`src/scba_pkg.sv`:
```
package scba_pkg;

  localparam int CMD_W    = 2;
  localparam int SIZE_W   = 16;
  localparam int ADDR_W   = 20;
  localparam int STATUS_W = 2;

  // stream packing: size then address in tdata, command in tuser
  localparam int S_TDATA_W = 40;
  localparam int SIZE_LSB  = 0;
  localparam int ADDR_LSB  = SIZE_LSB + SIZE_W;
  localparam int M_TDATA_W = 24;

  localparam int TABLE_LEN    = 14;
  localparam int CLS_W        = 4;
  localparam int CLS_BYTES_W  = 10;
  localparam int SLOT_SHIFT   = 4;
  localparam int LINK_AW      = ADDR_W - SLOT_SHIFT;
  localparam int LINK_DEPTH   = 1 << LINK_AW;
  localparam int LINK_W       = ADDR_W + 1;
  localparam int QUEUE_DEPTH  = 2;

  localparam logic [CLS_BYTES_W-1:0] CLASS_BYTES [TABLE_LEN] = '{
    10'd16, 10'd32, 10'd64, 10'd96, 10'd128, 10'd160, 10'd192,
    10'd224, 10'd256, 10'd320, 10'd384, 10'd448, 10'd512, 10'd640
  };

  typedef enum logic [CMD_W-1:0] {
    CMD_ALLOC = 2'd0,
    CMD_FREE  = 2'd1,
    CMD_CLEAR = 2'd2
  } cmd_e;

  typedef enum logic [STATUS_W-1:0] {
    STATUS_OK       = 2'd0,
    STATUS_NULL     = 2'd1,
    STATUS_OVERSIZE = 2'd2,
    STATUS_NO_CHUNK = 2'd3
  } status_e;

  typedef enum logic [1:0] {
    OP_ALLOC = 2'd0,
    OP_FREE  = 2'd1,
    OP_CLEAR = 2'd2,
    OP_REPLY = 2'd3
  } op_e;

  typedef struct packed {
    op_e               op;
    logic [CLS_W-1:0]  cls;
    logic [ADDR_W-1:0] address;
    status_e           status;
  } job_t;

endpackage

```
`src/scba_front.sv`:
```
module scba_front import scba_pkg::*; #(
  parameter int MAX_BLOCK    = 640,
  parameter int SIZE_CLASSES = 14
) (
  input  logic                 s_axis_tvalid_i,
  output logic                 s_axis_tready_o,
  input  logic [S_TDATA_W-1:0] s_axis_tdata_i,
  input  logic [CMD_W-1:0]     s_axis_tuser_i,
  output logic                 job_valid_o,
  input  logic                 job_ready_i,
  output job_t                 job_o
);

  logic [SIZE_W-1:0] size;
  logic [CLS_W-1:0]  cls;
  logic              hit;

  assign size = s_axis_tdata_i[SIZE_LSB +: SIZE_W];

  // smallest enabled class that holds the size
  always_comb begin
    cls = '0;
    hit = 1'b0;
    for (int i = SIZE_CLASSES - 1; i >= 0; i--) begin
      if (size <= SIZE_W'(CLASS_BYTES[i])) begin
        cls = CLS_W'(i);
        hit = 1'b1;
      end
    end
    if (size > SIZE_W'(MAX_BLOCK)) begin
      hit = 1'b0;
    end
  end

  always_comb begin
    job_o.cls     = cls;
    job_o.address = s_axis_tdata_i[ADDR_LSB +: ADDR_W];
    job_o.status  = STATUS_OK;
    job_o.op      = OP_REPLY;
    case (s_axis_tuser_i)
      CMD_ALLOC, CMD_FREE: begin
        if (size == '0) begin
          job_o.status = STATUS_NULL;
        end else if (!hit) begin
          job_o.status = STATUS_OVERSIZE;
        end else begin
          job_o.op = (s_axis_tuser_i == CMD_ALLOC) ? OP_ALLOC : OP_FREE;
        end
      end
      CMD_CLEAR: job_o.op = OP_CLEAR;
      default:   job_o.op = OP_REPLY;
    endcase
  end

  assign job_valid_o     = s_axis_tvalid_i;
  assign s_axis_tready_o = job_ready_i;

endmodule

```
`config.mk`:
```
export PLATFORM = sky130hd
export DESIGN_NAME = scba_front
export DESIGN_NICKNAME = d
export VERILOG_FILES = /design/src/scba_pkg.sv /design/src/scba_front.sv
export SDC_FILE = /design/constraint.sdc
export NUM_CORES = 1
export LEC_CHECK = 0
export BUFFER_PORTS_ARGS = -buffer_cell sky130_fd_sc_hd__buf_2
export CAP_MARGIN = 20
export CORE_MARGIN = 5
export CORE_UTILIZATION = 33
export DETAILED_ROUTE_END_ITERATION = 12
export MAX_ROUTING_LAYER = met4
export PLACE_DENSITY_LB_ADDON = 0.2
export RECOVER_POWER = 50
export SYNTH_ARGS = -nofsm -noshare
export SYNTH_HDL_FRONTEND = slang
export SYNTH_SLANG_ARGS = --single-unit
```
`constraint.sdc`:
```
create_clock -name vclk -period 3.8
set_input_delay 0.19 -clock vclk [all_inputs]
set_output_delay 0.19 -clock vclk [all_outputs]
set_load 0.02 [all_outputs]
```
==> results of run 1 <==
area by class of cell:
| class | instances | area [µm²] | share of cell area [%] |
|---|---|---|---|
| Timing Repair Buffer | 26 | 130 | 28.8 |
| Tap cell | 15 | 18.8 | 4.16 |
| Multi-Input combinational cell | 41 | 299 | 66.2 |
| Inverter | 1 | 3.75 | 0.831 |
power by group through the flow:
stage	combinational, µW	clock (µW)	sequential (µW)
finish	32.9	0	0
detailed placement	32.8	0	0
global route	36.6	0	0
global placement	32.7	0	0
CTS	33.0	0	0
floorplan	50.6	0	0
cells by family after synthesis:
group | after synthesis
AND/OR/NAND/NOR | 22
buffers and inverters | 26
AO/OA/AOI/OAI | 16
XOR/XNOR | 2
adder cells (fa/ha/maj) | 1
cell usage after synthesis (2+ instances only):
| cell | count | area [µm²] |
|---|---|---|
| buf_4 | 22 | 165 |
| a21oi_1 | 3 | 15.0 |
| nand2_1 | 3 | 11.3 |
| nor3_1 | 3 | 15.0 |
| nor4_1 | 3 | 18.8 |
| or4_4 | 3 | 33.8 |
| clkbuf_1 | 2 | 7.51 |
| o22ai_1 | 2 | 12.5 |
| or2_2 | 2 | 12.5 |
| or4_1 | 2 | 15.0 |
metrics by stage:
step / power [µW] / hold WS [ns] / utilization (%) / std cells / worst slack [ns]
after global placement: 32.7 / 0.380 / 33.5 / 83 / 1.56
after floorplan: 50.6 / 0.457 / - / 67 / 1.57
after CTS: 33.0 / 0.380 / 33.5 / 83 / 1.55
final: 32.9 / 0.380 / 33.5 / 83 / 1.53
after global routing: 36.6 / 0.380 / 33.5 / 83 / 1.34
after detailed placement: 32.8 / 0.380 / 33.5 / 83 / 1.56
worst min path at each step:
stage / endpoint / slack, ns / cells past startpoint / startpoint
6_report: job_o[17] / 0.38 / 0 / s_axis_tdata_i[31]
3_5_place_dp: job_o[14] / 0.38 / 0 / s_axis_tdata_i[28]
3_3_place_gp: job_o[14] / 0.38 / 0 / s_axis_tdata_i[28]
4_1_cts: job_o[14] / 0.38 / 0 / s_axis_tdata_i[28]
5_1_grt: job_o[5] / 0.38 / 0 / s_axis_tdata_i[19]
2_1_floorplan: job_o[1] / 0.46 / 1 / s_axis_tuser_i[1]
worst max-delay path: stages:
cell,delay (ns)
buf_2,0.10
or4_1,0.58
nor3_1,0.43
o211ai_1,0.16
a2111oi_1,0.38
buf_2,0.25
per-layer routing:
metal  track usage (%)  routed length (µm)  up-vias
li1                  -                   -      233
met1              14.1                 548      215
met2              13.3                 429       30
met3              1.53                 161        4
met4             0.922                  10        0
met5                 -                   0        -
==> results_tabular.tex, run 1 <==
\begin{tabular}{lr}
\hline
Metric & Value \\
\hline
\multicolumn{2}{l}{\textbf{Status}} \\
Result of the run & finished, final reports clean \\
\multicolumn{2}{l}{\textbf{Synth}} \\
Main combinational cell family by area after synthesis & buffers and inverters \\
Post-synthesis compound-gate area fraction & 26.2\% \\
Share of the synthesized netlist area taken by xor and xnor gates & under 10\% \\
Area share of and/or/nand/nor cells after synthesis & 29.6\% \\
Multiplexer share of the synthesized area & 0\% \\
Average instance area after synthesis & roughly 7.3 µm² \\
Share of synthesized cell area in full adder, half adder and majority cells & 2.06\% \\
Portion of the post-synthesis area used by sequential elements & 0\% \\
Count of different cell masters after synthesis & 32 \\
Mapped Nets & between 100 and 150 \\
Count of mapped cells out of synthesis & 67 \\
Total number of yosys warnings & 0 \\
Post-Syn Area & between 400 and 500 µm² \\
\multicolumn{2}{l}{\textbf{Timing}} \\
Number of setup violations in the final report & 0 \\
Final critical delay including setup and external delays & $\sim$2.3 ns \\
Slew headroom & between 60\% and 70\% \\
Total negative setup slack & 0 ns \\
Final Slew Violations & 0 \\
Upper clock frequency limit & 440 MHz \\
RSZ-0062 raised after global routing & false \\
Transition time of the tightest slew-check pin & 0.566 ns \\
Share of the cycle needed by the critical path after routing & 59.8\% \\
Final-report hold violation count & 0 \\
\multicolumn{2}{l}{\textbf{Routing}} \\
First-pass DRT Iterations & 2 \\
Initial drt markers & 1 \\
Number of nets still failing antenna checks after routing & 0 \\
DR vias & 482 \\
Detailed-route wire length & 1.15 mm \\
Routed WL per cell & 13.9 µm \\
Drt drc & 0 \\
Via-per-instance ratio & 5.81 \\
\multicolumn{2}{l}{\textbf{Power and ir drop}} \\
Switching part of the total & 54.9\% \\
Net switching power figure & 18.1 µW \\
Power per Cell Area & 72.8 mW/mm² \\
Reg power frac & 0\% \\
Worst ir drop on vdd & 0.0222 mV \\
Portion of total power attributed to combinational logic & 100.0\% \\
Leakage power figure & between 0.00015 and 0.0002 µW \\
Internal power summed over all cells & 14.8 µW \\
Clock Power Share & 0\% \\
\multicolumn{2}{l}{\textbf{Place}} \\
DP HPWL & around 960 µm \\
Global placement routability congestion & between 0.7 and 0.8 \\
Port buffer count & 26 \\
DP Area & 452 µm² \\
\multicolumn{2}{l}{\textbf{Layout}} \\
Antenna Cells & 0 \\
Fillers & approximately 160 \\
Synth-to-Final Area Change & -7.20\% \\
Net total in the final layout & about 110 \\
Clkbuf count & 0 \\
Most common library cell in the layout ignoring fill and taps & buf\_2 \\
Final instance area & about 450 µm² \\
Fraction of final layout cells with drive strength greater than 1 & about 49\% \\
Area taken by flip-flops and latches & 0 µm² \\
Num sequential & 0 \\
\multicolumn{2}{l}{\textbf{Worst setup path}} \\
Capturing element type of the critical path & output port \\
Nature of the critical path startpoint & input port \\
Critical Path AT & $\sim$2.1 ns \\
Required arrival time at the worst endpoint & between 3 and 4 ns \\
Crit Path Max Fanout & 5 \\
Critical path class & in2out \\
Worst Setup SP & s\_axis\_tdata\_i[10] \\
Endpoint of the most critical setup path & job\_o[22] \\
\multicolumn{2}{l}{\textbf{Run}} \\
Number of max-capacitance violations reported & 0 \\
\multicolumn{2}{l}{\textbf{Die}} \\
Die W & slightly below 50 µm \\
I/O pins & 74 \\
Effective utilization at floorplan & 36.1\% \\
Core area & approximately 0.0014 mm² \\
Chip Height & 48.4 µm \\
Floorplan die area & between 0.002 and 0.0025 mm² \\
Number of cell rows & 13 \\
\multicolumn{2}{l}{\textbf{Clocking}} \\
Buffers inserted during post-CTS setup optimization & 0 \\
Post-CTS sizing & 0 \\
Number of hold-repair buffers added at the cts stage & 0 \\
\multicolumn{2}{l}{\textbf{Global route}} \\
Gr usage total & 9.38\% \\
Antenna violations before repair & 0 \\
Wire length of the first global-routing pass & between 1.5 and 2 mm \\
Number of global-route vias before repair & roughly 440 \\
Remaining global-route overflow & 0 \\
Maximum number of pins on one net before global-route repair & 9 \\
\multicolumn{2}{l}{\textbf{Worst hold path}} \\
Kind of path behind the tightest hold check & in2out \\
\hline
\end{tabular}
Note: power is estimated with default switching activity, not from simulation.
==> run 2, diff against run 1 <==
--- a/config.mk
+++ b/config.mk
@@ -8,7 +8,7 @@
 export BUFFER_PORTS_ARGS = -buffer_cell sky130_fd_sc_hd__buf_2
 export CAP_MARGIN = 20
 export CORE_MARGIN = 5
-export CORE_UTILIZATION = 33
+export CORE_UTILIZATION = 31
 export DETAILED_ROUTE_END_ITERATION = 12
 export MAX_ROUTING_LAYER = met4
 export PLACE_DENSITY_LB_ADDON = 0.2
==> constraint.sdc (replaced) <==
create_clock -name vclk -period 2.2
set_input_delay 0.11 -clock vclk [all_inputs]
set_output_delay 0.11 -clock vclk [all_outputs]
set_load 0.02 [all_outputs]
==> results_tabular.tex, run 2 (synthesis gave the netlist of run 1 again) <==
\begin{tabular}{lr}
\hline
Metric & Value \\
\hline
\multicolumn{2}{l}{\textbf{Timing}} \\
Upper clock frequency limit & $\sim$500 MHz \\
Transition time of the tightest slew-check pin & 0.478 ns (was 0.566 ns) \\
RSZ-0062 raised after global routing & false (unchanged) \\
Final-report hold violation count & 0 (unchanged) \\
Number of setup violations in the final report & 0 (unchanged) \\
Final WS setup & 0.204 ns (was 1.53 ns) \\
Slew headroom & 67.8\% (was 61.9\%) \\
Total negative setup slack & 0 ns (unchanged) \\
Final critical delay including setup and external delays & between 1.5 and 2 ns \\
Final Slew Violations & 0 (unchanged) \\
Final Hold Slack & 0.220 ns (was 0.380 ns) \\
Share of the cycle needed by the critical path after routing & 90.7\% \\
\multicolumn{2}{l}{\textbf{Worst hold path}} \\
Hold path cells & 0 (unchanged) \\
Kind of path behind the tightest hold check & in2out (unchanged) \\
\multicolumn{2}{l}{\textbf{Power and ir drop}} \\
Leakage power figure & 0.000188 µW (was 0.000182 µW) \\
Reg power frac & 0\% (about the same) \\
Worst ir drop on vdd & 0.0434 mV (was 0.0222 mV) \\
Switching part of the total & 54.9\% (about the same) \\
Portion of total power attributed to combinational logic & 100.0\% (about the same) \\
Net switching power figure & 31.4 µW (was 18.1 µW) \\
Clock Power Share & 0\% (about the same) \\
Internal power summed over all cells & 25.8 µW (was 14.8 µW) \\
Power per Cell Area & 124 mW/mm² (was 72.8 mW/mm²) \\
\multicolumn{2}{l}{\textbf{Worst setup path}} \\
Endpoint of the most critical setup path & job\_o[26] (was job\_o[22]) \\
Crit Path Max Fanout & 5 (unchanged) \\
Worst Setup SP & s\_axis\_tdata\_i[10] (unchanged) \\
Critical path class & in2out (unchanged) \\
Capturing element type of the critical path & output port (unchanged) \\
Nature of the critical path startpoint & input port (unchanged) \\
Required arrival time at the worst endpoint & 2.09 ns (was 3.61 ns) \\
Critical Path AT & 1.89 ns (was 2.08 ns) \\
\multicolumn{2}{l}{\textbf{Global route}} \\
Gr usage total & 9.93\% (was 9.38\%) \\
Wire length of the first global-routing pass & 2.09 mm (was 1.95 mm) \\
Maximum number of pins on one net before global-route repair & 9 (unchanged) \\
Number of global-route vias before repair & 443 (was 442) \\
Antenna violations before repair & 0 (unchanged) \\
Remaining global-route overflow & 0 (unchanged) \\
\multicolumn{2}{l}{\textbf{Place}} \\
Global placement routability congestion & 0.836 (was 0.768) \\
DP HPWL & 1.02 mm (was 957 µm) \\
Worst setup slack before clock tree synthesis & 0.206 ns (was 1.56 ns) \\
Cell total after placement & 85 (was 83) \\
DP Area & 460 µm² (was 452 µm²) \\
Port buffer count & 26 (unchanged) \\
\multicolumn{2}{l}{\textbf{Routing}} \\
DR vias & 483 (was 482) \\
Drt drc & 0 (unchanged) \\
Number of nets still failing antenna checks after routing & 0 (unchanged) \\
Via-per-instance ratio & 5.68 (was 5.81) \\
Initial drt markers & 4 (was 1) \\
Detailed-route wire length & 1.22 mm (was 1.15 mm) \\
First-pass DRT Iterations & 3 (was 2) \\
Routed WL per cell & 14.3 µm (was 13.9 µm) \\
\multicolumn{2}{l}{\textbf{Layout}} \\
Area taken by flip-flops and latches & 0 µm² (unchanged) \\
Fraction of final layout cells with drive strength greater than 1 & 49.3\% (was 48.5\%) \\
Num sequential & 0 (unchanged) \\
Most common library cell in the layout ignoring fill and taps & buf\_2 (unchanged) \\
Net total in the final layout & 115 (was 114) \\
Fillers & 172 (was 163) \\
Synth-to-Final Area Change & -5.40\% (was -7.20\%) \\
Clkbuf count & 0 (unchanged) \\
Final instance area & 460 µm² (was 452 µm²) \\
Antenna Cells & 0 (unchanged) \\
Finished Layout Cells & 85 (was 83) \\
Multi-input combinational cell area & 299 µm² (unchanged) \\
\multicolumn{2}{l}{\textbf{Die}} \\
Number of cell rows & 14 (was 13) \\
Die W & 49.6 µm (was 48.4 µm) \\
Floorplan die area & 0.00246 mm² (was 0.00234 mm²) \\
Chip Height & 49.6 µm (was 48.4 µm) \\
I/O pins & 74 (unchanged) \\
Effective utilization at floorplan & 32.3\% (was 36.1\%) \\
Core area & 0.00151 mm² (was 0.00135 mm²) \\
\multicolumn{2}{l}{\textbf{Status}} \\
Result of the run & finished, final reports clean (unchanged) \\
\multicolumn{2}{l}{\textbf{Clocking}} \\
Number of hold-repair buffers added at the cts stage & 0 (unchanged) \\
Buffers inserted during post-CTS setup optimization & 0 (unchanged) \\
Post-CTS sizing & 0 (unchanged) \\
\multicolumn{2}{l}{\textbf{Run}} \\
Number of max-capacitance violations reported & 0 (unchanged) \\
\hline
\end{tabular}
## run 2: per-stage QoR
| step | util [%] | total power [µW] |
|---|---|---|
| floorplan | - | 87.4 |
| global placement | 30.6 | 56.6 |
| detailed placement | 30.6 | 57.0 |
| CTS | 30.6 | 57.4 |
| global route | 30.6 | 64.3 |
| finish | 30.6 | 57.3 |
## run 2: critical path, cell delays in order
cell and delay, ns:
buf_2 0.10, or4_1 0.59, or4_4 0.55, o211a_1 0.27, o21bai_2 0.10, buf_2 0.17
## run 2: worst min-delay path by stage
| stage | startpoint | endpoint | slack (ns) |
|---|---|---|---|
| final | s_axis_tdata_i[30] | job_o[16] | 0.22 |
| after floorplan | s_axis_tuser_i[1] | job_o[1] | 0.30 |
| after global placement | s_axis_tdata_i[24] | job_o[10] | 0.22 |
| after CTS | s_axis_tdata_i[24] | job_o[10] | 0.22 |
| after global routing | s_axis_tdata_i[21] | job_o[7] | 0.22 |
| after detailed placement | s_axis_tdata_i[24] | job_o[10] | 0.22 |
## run 2: final cells by class
type / count / share of cell area, %
multi-input cells: 41 / 64.9
repair buffers: 27 / 29.9
well taps: 16 / 4.35
inverters: 1 / 0.815
## run 2: power groups by stage
stage	sequential [µW]	combinational (µW)	clock (µW)
3_5_place_dp	0	57.0	0
5_1_grt	0	64.3	0
3_3_place_gp	0	56.6	0
6_report	0	57.3	0
4_1_cts	0	57.4	0
2_1_floorplan	0	87.4	0
## run 2: metal layers
metal / wire length, µm / track usage, % / up-vias
li1: - / - / 237
met1: 557 / 13.8 / 217
met2: 481 / 14.6 / 27
met3: 174 / 2.41 / 2
met4: 4 / 1.75 / 0
met5: 0 / - / -
