$ cat config.mk
export PLATFORM = sky130hd
export DESIGN_NAME = scba_queue
export DESIGN_NICKNAME = d
export VERILOG_FILES = /design/src/scba_pkg.sv /design/src/scba_queue.sv
export SDC_FILE = /design/constraint.sdc
export NUM_CORES = 1
export LEC_CHECK = 0
export ABC_CLOCK_PERIOD_IN_PS = 2950
export BUFFER_PORTS_ARGS = -buffer_cell sky130_fd_sc_hd__buf_2
export CELL_PAD_IN_SITES_DETAIL_PLACEMENT = 0
export CELL_PAD_IN_SITES_GLOBAL_PLACEMENT = 1
export CORE_MARGIN = 2
export CORE_UTILIZATION = 45
export CTS_BUF_LIST = sky130_fd_sc_hd__clkbuf_8
export DETAILED_ROUTE_END_ITERATION = 10
export GPL_ROUTABILITY_DRIVEN = 0
export PLACE_DENSITY_LB_ADDON = 0.1
export REMOVE_ABC_BUFFERS = 1
export SLEW_MARGIN = 10
export SYNTH_ARGS = -nofsm -noshare
export SYNTH_HDL_FRONTEND = slang
export SYNTH_SLANG_ARGS = --single-unit
$ cat constraint.sdc
create_clock -name clk_i -period 2.95 [get_ports clk_i]
set_input_delay 0.295 -clock clk_i [delete_from_list [all_inputs] [get_ports clk_i]]
set_output_delay 0.295 -clock clk_i [all_outputs]
set_load 0.02 [all_outputs]
$ cat src/scba_pkg.sv
package scba_pkg;

  localparam int CMD_W    = 2;
  localparam int SIZE_W   = 16;
  localparam int ADDR_W   = 20;
  localparam int STATUS_W = 2;

  // stream packing: size then address in tdata, command in tuser
  localparam int S_TDATA_W = 40;
  localparam int SIZE_LSB  = 0;
  localparam int ADDR_LSB  = SIZE_LSB + SIZE_W;
  localparam int M_TDATA_W = 24;

  localparam int TABLE_LEN    = 14;
  localparam int CLS_W        = 4;
  localparam int CLS_BYTES_W  = 10;
  localparam int SLOT_SHIFT   = 4;
  localparam int LINK_AW      = ADDR_W - SLOT_SHIFT;
  localparam int LINK_DEPTH   = 1 << LINK_AW;
  localparam int LINK_W       = ADDR_W + 1;
  localparam int QUEUE_DEPTH  = 2;

  localparam logic [CLS_BYTES_W-1:0] CLASS_BYTES [TABLE_LEN] = '{
    10'd16, 10'd32, 10'd64, 10'd96, 10'd128, 10'd160, 10'd192,
    10'd224, 10'd256, 10'd320, 10'd384, 10'd448, 10'd512, 10'd640
  };

  typedef enum logic [CMD_W-1:0] {
    CMD_ALLOC = 2'd0,
    CMD_FREE  = 2'd1,
    CMD_CLEAR = 2'd2
  } cmd_e;

  typedef enum logic [STATUS_W-1:0] {
    STATUS_OK       = 2'd0,
    STATUS_NULL     = 2'd1,
    STATUS_OVERSIZE = 2'd2,
    STATUS_NO_CHUNK = 2'd3
  } status_e;

  typedef enum logic [1:0] {
    OP_ALLOC = 2'd0,
    OP_FREE  = 2'd1,
    OP_CLEAR = 2'd2,
    OP_REPLY = 2'd3
  } op_e;

  typedef struct packed {
    op_e               op;
    logic [CLS_W-1:0]  cls;
    logic [ADDR_W-1:0] address;
    status_e           status;
  } job_t;

endpackage

$ cat src/scba_queue.sv
module scba_queue import scba_pkg::*; (
  input  logic clk_i,
  input  logic rst_ni,
  input  logic push_valid_i,
  output logic push_ready_o,
  input  job_t push_job_i,
  output logic pop_valid_o,
  input  logic pop_ready_i,
  output job_t pop_job_o
);

  localparam int PtrW = $clog2(QUEUE_DEPTH);
  localparam int CntW = $clog2(QUEUE_DEPTH + 1);

  job_t            slots_q [QUEUE_DEPTH];
  logic [PtrW-1:0] wr_ptr_q, wr_ptr_d;
  logic [PtrW-1:0] rd_ptr_q, rd_ptr_d;
  logic [CntW-1:0] count_q, count_d;
  logic            push, pop;

  assign push_ready_o = (count_q != CntW'(QUEUE_DEPTH));
  assign pop_valid_o  = (count_q != '0);
  assign pop_job_o    = slots_q[rd_ptr_q];
  assign push         = push_valid_i && push_ready_o;
  assign pop          = pop_valid_o && pop_ready_i;

  always_comb begin
    wr_ptr_d = push ? wr_ptr_q + PtrW'(1) : wr_ptr_q;
    rd_ptr_d = pop ? rd_ptr_q + PtrW'(1) : rd_ptr_q;
    count_d  = count_q;
    if (push && !pop) begin
      count_d = count_q + CntW'(1);
    end else if (pop && !push) begin
      count_d = count_q - CntW'(1);
    end
  end

  always_ff @(posedge clk_i or negedge rst_ni) begin
    if (!rst_ni) begin
      wr_ptr_q <= '0;
      rd_ptr_q <= '0;
      count_q  <= '0;
    end else begin
      wr_ptr_q <= wr_ptr_d;
      rd_ptr_q <= rd_ptr_d;
      count_q  <= count_d;
    end
  end

  always_ff @(posedge clk_i) begin
    if (push) begin
      slots_q[wr_ptr_q] <= push_job_i;
    end
  end

endmodule

==> results of run 1 <==
## stage by stage
step | std cells | worst slack, ns | hold slack, ns | util, %
2_1_floorplan | 102 | 0.548 | -0.000591 | -
6_report | 248 | 0.845 | 0.165 | 58.5
3_5_place_dp | 233 | 1.02 | 0.105 | 55.2
3_3_place_gp | 233 | 1.10 | 0.105 | 55.2
5_1_grt | 248 | 0.745 | 0.149 | 58.5
4_1_cts | 248 | 0.790 | 0.150 | 58.5
## critical path, stage by stage (launching register included)
cell	delay, ns
dfrtp_1	0.55
buf_4	0.39
mux2_2	0.38
buf_2	0.16
## cell families after synthesis
group,synth area share (%)
DFF,78.8
muxes,15.6
and+or+nand+nor,1.49
xor gates and xnor gates,1.94
buffers and inverters,1.66
adders and majority gates,0.553
## layer usage
| metal | track usage, % | routed length [microns] |
|---|---|---|
| met1 | 12.7 | 1410 |
| met5 | 0 | 0 |
| met2 | 22.9 | 1870 |
| met4 | 5.95 | 21 |
| met3 | 6.43 | 195 |
## how the worst min path moves through the flow
stage                          end           start  depth (start not counted)
floorplan               count_q[0]          rst_ni                          0
detailed placement      count_q[1]          rst_ni                          1
CTS                 slots_q[1][18]  push_job_i[18]                          1
finish              slots_q[1][22]  push_job_i[22]                          1
global route        slots_q[0][25]  push_job_i[25]                          1
global placement        count_q[0]          rst_ni                          1
## placed cells by master, fill, tap and decap left out
cell,Yosys,layout
and3_1,1,1
buf_2,0,61
buf_4,1,3
clkbuf_8,0,9
clkinv_1,0,1
clkinv_2,0,3
dfrtp_1,4,4
dlygate4sd3_1,0,1
edfxtp_1,56,56
ha_1,1,1
inv_1,1,2
mux2_2,18,18
mux2_4,10,10
nand2_1,2,2
nand2b_1,1,1
nor2_1,2,1
nor2_2,0,1
or2_1,1,1
xnor2_1,3,3
xor2_1,2,2
## where the power goes
part           switching (mW)  leakage [nW]  internal, mW
combinational           0.565         0.461         0.427
sequential             0.0768         0.567          1.17
clock                   0.273        0.0833         0.284
total                   0.915          1.11          1.88
## state kept, by name (all words and copies together), names as in the netlist
signal and flops:
wr_ptr_q 1, slots_q 56, count_q 2, rd_ptr_q 1
## cell type report
class | instances | area (sq um)
Fill cell | 391 | 1990
Sequential cell | 60 | 1780
Multi-Input combinational cell | 41 | 445
Timing Repair Buffer | 65 | 338
Clock buffer | 9 | 124
Tap cell | 67 | 83.8
Clock inverter | 5 | 22.5
Inverter | 1 | 3.75
## repair_timing
action	CTS	global route
setup endpoints to repair	0	0
resized for setup	0	0
hold buffers	1	0
hold endpoints to repair	4	0
==> metrics.md, run 1 <==
| Metric | Value |
|---|---|
| Outcome | `finished, final reports clean` |
| Worst reg2reg setup slack | `1.05 ns` |
| Yosys top cell area share | `74.3%` |
| Worst R2R Path Depth | `4` |
| Critical path startpoint | `rd_ptr_q` |
| Async SR Flop Fraction | `6.67%` |
| Area Overhead vs Synth | `23.7%` |
| Cells after Synth | `105` |
| Ranking of synthesized cells by area | `edfxtp_1, mux2_2, mux2_4` |
| Max IR drop VDD | `0.594 mV` |
| CTS tree | `done` |
| Final nets | `211` |
| Ant. Diodes | `0` |
| Worst rel slew slack | `52.6%` |
| Crit path capture | `pop_job_o[6]` |
| Largest fanout on the critical path | `21` |
| Layout Skew | `0.00641 ns` |
| Worst r2r dst | `slots_q[0][10]` |
| Final Critical Period | `2.10 ns` |
| RR Startpoint | `count_q[0]` |
| Placed cell area | `2640 sq um` |
| Largest net degree at the start of global routing | `29` |
| Design Area, Final | `2800 sq um` |
| Post-CTS setup buffer count | `0` |
| Drt pass-1 iters | `4` |
| Worst-margin pin slew | `0.710 ns` |
| CTS H-tree lvls | `3` |
| Pwr Total | `2.80 mW` |
| Path type of the worst min-delay path | `in -> reg` |
| Worst skew pair latency | `0.32 ns` |
| Final period utilization | `71.4%` |
| CP Class | `reg -> out` |
| Number of flops mapped to enable cells by yosys | `56` |
| Via Count | `1135` |
| Area leader, netlist | `edfxtp_1` |
| Ports | `62` |
| Vias in the first global route | `1135` |
| Initial antenna violation count | `0` |
| Die ar. | `5610 sq um` |
| Fin. Hold Viols | `0` |
| CTS Buf Count | `9` |
| Die Wd | `74.9 microns` |
| Maxcap violations | `0` |
| Seq/Total Area, Yosys | `78.8%` |
| Avg WL per Cell | `14.1 microns` |
| CP Data Arrival Time | `1.81 ns` |
| Share of cells above drive strength 1 | `58.0%` |
| Total wire length | `3.49 mm` |
| Clk pin slew, worst setup/hold paths | `0.06 ns` |
| Yosys Warn Count | `0` |
| Clk buf depth | `2` |
| Initial DRC Count | `36` |
| Synth cell count leaders | `edfxtp_1, mux2_2, mux2_4` |
| Final setup vio count | `0` |
| Top FF cell, synth | `edfxtp_1` |
| CTS Sinks | `60` |
| Tot GR Track Use | `13.0%` |
| Initial core utilization | `47.3%` |
| DRC viols | `0` |
| Post-Syn Area | `2260 sq um` |
| Fmax | `475 MHz` |
| CTS Root Cell | `clkbuf_8` |
| DR vias/cell | `4.58` |
| Global route total overflow | `0` |
| Setup TNS | `0 ns` |
| Die H | `74.9 microns` |
| PD cells | `999 nW/um^2` |
| Crit path capture type | `output port` |
| Port bufs | `61` |
| RSZ-0062 raised after global routing | `false` |
| Most common cell in the synthesized netlist | `edfxtp_1` |
| Routed Antenna Nets | `0` |
| Max-slew violations | `0` |
| Seq cells post-synth | `60` |
| Syn_area_per_cell | `21.5 sq um` |
| Site Rows | `25` |
| Crit start category | `flop` |
| Static Leak | `1.11 nW` |
| Post-synth cell types | `16` |
| Global-route wire length before repair | `5.03 mm` |
| Worst Path Required | `2.65 ns` |
| Core area | `4790 sq um` |
(Power assumes the default switching activity.)
==> run 2, diff against run 1 <==
- ABC_CLOCK_PERIOD_IN_PS: 2950 -> 2050
- clock period: 2.95 -> 2.05 ns (I/O delays scaled with it)
==> run 2 against run 1 <==
Flip-flop and latch count unchanged. Global-route usage increased by 1.1 points. Count of clock-buffer cells in the layout stayed put. Sequential share of layout area is 2.2 points lower. Critical path depth unchanged. Power is 61% higher. Clock power grew 120%. Critical path type unchanged.
==> metrics.md, run 2 (same netlist as run 1, synthesis figures left out) <==
| Metric | Value |
|---|---|
| Largest regs | `slots_q (56), count_q (2)` |
| Routed Antenna Nets | `0` |
| Fillcell total | `377` |
| PD cells | `1550 nW/um^2` |
| Buffers & Inverters on Critical Path | `2` |
| Core Util, Final | `60.6%` |
| Worst-margin pin slew | `0.390 ns` |
| Hold endpoint | `slots_q[0][25]` |
| Die Wd | `74.9 microns` |
| Slack of the critical path | `0.371 ns` |
| DRC viols | `0` |
| Fin. Hold Viols | `0` |
| Final Critical Period | `1.68 ns` |
| Core area | `4790 sq um` |
| Worst Path Required | `1.85 ns` |
| Area Overhead vs Synth | `28.2%` |
| CTS tree | `done` |
| Die H | `74.9 microns` |
| Worst reg2reg setup slack | `0.56 ns` |
| Crit start category | `flop` |
| Clk pin slew, worst setup/hold paths | `0.07 ns` |
| Max incr delay on CP | `0.38 ns` |
| Port bufs | `61` |
| CTS resizes | `0` |
| CTS H-tree lvls | `3` |
| Fmax | `595 MHz` |
| CTS Root Cell | `clkbuf_8` |
| CP max-delay cell | `mux2_2` |
| Setup TNS | `0 ns` |
| Global route total overflow | `0` |
| CTS Buf Count | `9` |
| Post-DP HPWL | `2.42 mm` |
| Global-route wire length before repair | `5.41 mm` |
| HP Start | `push_job_i[25]` |
| Outcome | `finished, final reports clean` |
| Layout Skew | `0.00437 ns` |
| Via Count | `1160` |
| Largest net degree at the start of global routing | `29` |
| Die ar. | `5610 sq um` |
| Largest fanout on the critical path | `16` |
| Pwr Total | `4.50 mW` |
| Max IR drop VDD | `1.11 mV` |
| Initial antenna violation count | `0` |
| Final nets | `212` |
| Hold WS | `0.0613 ns` |
| Static Leak | `1.15 nW` |
| DR vias/cell | `4.62` |
| Total wire length | `3.66 mm` |
| Final setup vio count | `0` |
| Share of cells above drive strength 1 | `59.8%` |
| Path type of the worst min-delay path | `in -> reg` |
| Drt pass-1 iters | `4` |
| Most common cell after layout, fill and taps aside | `buf_2` |
| Worst skew pair latency | `0.33 ns` |
| Top delay family on crit path | `buffers and inverters` |
| Worst R2R Path Depth | `6` |
| WHS Path Cells | `1` |
| Largest register by flop count | `slots_q` |
| Max-slew violations | `0` |
| CP Class | `reg -> out` |
| CTS Sinks | `60` |
| CP Data Arrival Time | `1.47 ns` |
| Dpl ws | `0.558 ns` |
| Commonest non-fill, non-tap cells in the layout | `buf_2, edfxtp_1, mux2_2, mux2_4, clkbuf_8` |
| Max reg flops | `56` |
| Ant. Diodes | `0` |
| Initial DRC Count | `50` |
| Vias in the first global route | `1188` |
| RSZ-0062 raised after global routing | `false` |
| Crit path capture type | `output port` |
| Avg WL per Cell | `14.6 microns` |
| CP cell instances | `buf_4, mux2_2, buf_2` |
| Worst rel slew slack | `74.0%` |
| Site Rows | `25` |
| Ports | `62` |
| Tot GR Track Use | `14.1%` |
| Worst r2r dst | `count_q[1]` |
| Clk buf depth | `2` |
| RR Startpoint | `count_q[0]` |
| Initial core utilization | `47.3%` |
| Maxcap violations | `0` |
| Final period utilization | `81.9%` |
[run 2: worst register-to-register path: stages (launching register included)]
cell and delay (ns):
dfrtp_1 0.42, nand2b_1 0.19, nand2_1 0.15, inv_1 0.06, ha_1 0.32, nor2_1 0.14
xor2_1 0.15
[run 2: report_power, final]
group | switching [mW] | total [mW] | internal (mW) | leakage (nW)
registers | 0.0876 | 1.77 | 1.68 | 0.567
clock network | 0.451 | 1.25 | 0.802 | 0.115
logic | 0.849 | 1.48 | 0.627 | 0.465
[run 2: worst max path at each step]
stage / start / to / slack, ns / depth (start not counted)
finish: rd_ptr_q / pop_job_o[17] / 0.37 / 3
global route: rd_ptr_q / pop_job_o[0] / 0.28 / 3
CTS: rd_ptr_q / pop_job_o[14] / 0.34 / 3
detailed placement: count_q[0] / slots_q[0][22] / 0.56 / 4
global placement: count_q[0] / count_q[1] / 0.63 / 7
floorplan: count_q[0] / slots_q[0][0] / -0.35 / 3
[run 2: what timing repair did]
item,in CTS,in global routing
buffers inserted,0,0
hold endpoints to repair,4,0
hold buffers,1,0
[run 2: cell type report]
cell class / instances / area (sq um) / area share (%)
Timing Repair Buffer: 66 / 345 / 11.9
Inverter: 1 / 3.75 / 0.129
Tap cell: 67 / 83.8 / 2.89
Clock buffer: 9 / 124 / 4.27
Clock inverter: 7 / 115 / 3.97
Sequential cell: 60 / 1780 / 61.5
Multi-Input combinational cell: 41 / 445 / 15.4
[run 2: per-stage QoR]
stage | instances | cell area (sq um)
floorplan | 102 | 2230
global placement | 234 | 2650
detailed placement | 234 | 2650
CTS | 251 | 2900
global route | 251 | 2900
finish | 251 | 2900
[run 2: metal layers]
layer,share of wire (%),GRT usage [%],vias to the layer above,wire [microns]
li1,-,-,549,-
met1,40,14.6,566,1480
met2,51,23.1,35,1860
met3,6.6,6.16,10,241
met4,2.2,9.52,0,79
met5,0,0,-,0
==> run 3, diff against run 2 <==
- ABC_CLOCK_PERIOD_IN_PS: 2050 -> 1550
- clock period: 2.05 -> 1.55 ns (I/O delays scaled with it)
==> run 3 against run 2 <==
The flow now finishes with violations (setup timing). Critical endpoint is now pop_job_o[7]. Sequential share of layout area decreased by 3.2 points. Flip-flop and latch count unchanged. Combinational power grew 71%. Die area stayed put. Sequential power rose by 34%. Largest power group is now combinational cells. Non-clock buffer count increased by 6. Via count increased by 1.8%. Design area rose by 5.6%. Register-to-register slack worse by 0.43 ns. First-iteration DRC count fell by 12%. Critical path depth is the same. Utilization up 3.4 points.
==> metrics.md, run 3 (same netlist as run 1, synthesis figures left out) <==
| Metric | Value |
|---|---|
| CTS H-tree lvls | `3` |
| Largest regs | `slots_q (56), count_q (2)` |
| Met2 global-route usage | `24.6%` |
| Met3 usage | `7.76%` |
| Worst skew pair latency | `0.32 ns` |
| CP cell instances | `buf_6, mux2_2, buf_2` |
| Global route total overflow | `0` |
| Port bufs | `61` |
| Area Overhead vs Synth | `35.3%` |
| Routed Antenna Nets | `0` |
| Maxcap violations | `0` |
| Path type of the worst min-delay path | `in -> reg` |
| Fillcell total | `369` |
| Fin. Hold Viols | `0` |
| Final setup vio count | `21` |
| Dpl ws | `0.0543 ns` |
| Site Rows | `25` |
| Layout Skew | `0.00597 ns` |
| Multi-input logic area | `482 sq um` |
| Ports | `62` |
| CTS tree | `done` |
| Final period utilization | `102%` |
| Worst R2R Path Depth | `6` |
| Largest fanout on the critical path | `8` |
| Violated checks | `setup timing` |
| Final nets | `218` |
| Initial antenna violation count | `0` |
| Die H | `74.9 microns` |
| Static Leak | `1.24 nW` |
| Initial core utilization | `47.3%` |
| Max incr delay on CP | `0.44 ns` |
| Worst Path Required | `1.39 ns` |
| Die ar. | `5610 sq um` |
| Sequential cell area | `1780 sq um` |
| Largest net degree at the start of global routing | `29` |
| Crit path capture type | `output port` |
| DR vias/cell | `4.60` |
| Vias in the first global route | `1257` |
| CP max-delay cell | `dfrtp_2` |
| Max-slew violations | `0` |
| Avg WL per Cell | `14.7 microns` |
| Initial DRC Count | `44` |
| Slack of the critical path | `-0.0359 ns` |
| CTS Sinks | `60` |
| Max IR drop VDD | `1.36 mV` |
| Most common cell after layout, fill and taps aside | `edfxtp_1` |
| Clk buf depth | `2` |
| Global-route wire length before repair | `5.58 mm` |
| CP Depth | `3` |
| Top delay family on crit path | `flip-flops` |
| Die Wd | `74.9 microns` |
| Tot GR Track Use | `14.4%` |
| Max reg flops | `56` |
| Total wire length | `3.79 mm` |
| CP Class | `reg -> out` |
| CTS Buf Count | `9` |
| Most Crowded Layer GR | `met2` |
| Hold WS | `0.0218 ns` |
| CP Data Arrival Time | `1.43 ns` |
| Fmax | `631 MHz` |
| Met1 global-route usage | `14.4%` |
| Worst rel slew slack | `88.8%` |
| Post-DP HPWL | `2.39 mm` |
| CTS Root Cell | `clkbuf_8` |
| Largest register by flop count | `slots_q` |
| Commonest non-fill, non-tap cells in the layout | `edfxtp_1, buf_2, mux2_4, buf_6, mux2_2` |
| Clk pin slew, worst setup/hold paths | `0.06 ns` |
| DRC viols | `0` |
| Core area | `4790 sq um` |
| Final Critical Period | `1.59 ns` |
| Worst-margin pin slew | `0.168 ns` |
| Drt pass-1 iters | `4` |
| Outcome | `complete, but fails checks` |
| Buffers & Inverters on Critical Path | `2` |
| Core Util, Final | `63.9%` |
| Crit start category | `flop` |
| Share of cells above drive strength 1 | `58.4%` |
| RSZ-0062 raised after global routing | `true` |
| PD cells | `1950 nW/um^2` |
| WHS Path Cells | `1` |
| Ant. Diodes | `0` |
| Via Count | `1181` |
run 3: cell types whose count changed in the layout (fill, tap and decap cells not counted), sizes merged:
cell and change:
buf +3, clkbuf +1, dlygate4sd3 +2, clkinv +2
clkinvlp -2, bufinv -3, inv +3
run 3: per-layer routing:
| layer | wire [microns] | share of wire (%) |
|---|---|---|
| met5 | 0 | 0 |
| met4 | 33 | 0.87 |
| met3 | 238 | 6.3 |
| met2 | 2060 | 54 |
| met1 | 1460 | 38 |
run 3: layout make-up:
class                      count  area share [%]
timing repair buffer          72            18.2
inverter                       1           0.123
clock buffer                   9            4.05
multi-input combinational     41            15.7
sequential                    60            58.3
clock inverter                 7           0.899
tap                           67            2.74
run 3: path summary, 6_finish.rpt:
check	startpoint	slack, ns	end
max	rd_ptr_q	-0.04	pop_job_o[7]
min	push_job_i[3]	0.02	slots_q[1][3]
max reg2reg	count_q[1]	0.13	count_q[1]
min reg2reg	wr_ptr_q	0.52	wr_ptr_q
max in group asynchronous	rst_ni	1.25	rd_ptr_q
min in group asynchronous	rst_ni	0.16	count_q[0]
run 3: through the flow:
step	std cells	total power, mW	area [sq um]	TNS (ns)
global placement	234	4.40	2690	0
CTS	251	5.58	2860	-0.937
floorplan	102	3.74	2230	-32.93
global route	257	6.29	3060	-1.86
finish	257	5.97	3060	-0.314
detailed placement	234	4.46	2690	0
run 3: where the power goes:
part	internal [mW]	leakage, nW	total, mW	switching, mW
combinational	1.31	0.584	2.53	1.21
clock	0.542	0.0893	1.07	0.528
sequential	2.23	0.566	2.38	0.149
total	4.08	1.24	5.97	1.89
run 3: timing repair:
item,CTS,global route
setup buffers,0,3
pin swaps,0,1
endpoints found under the hold margin,4,3
endpoints found under the setup margin,28,29
cloned,0,1
hold buffers,1,2
resized for setup,5,39
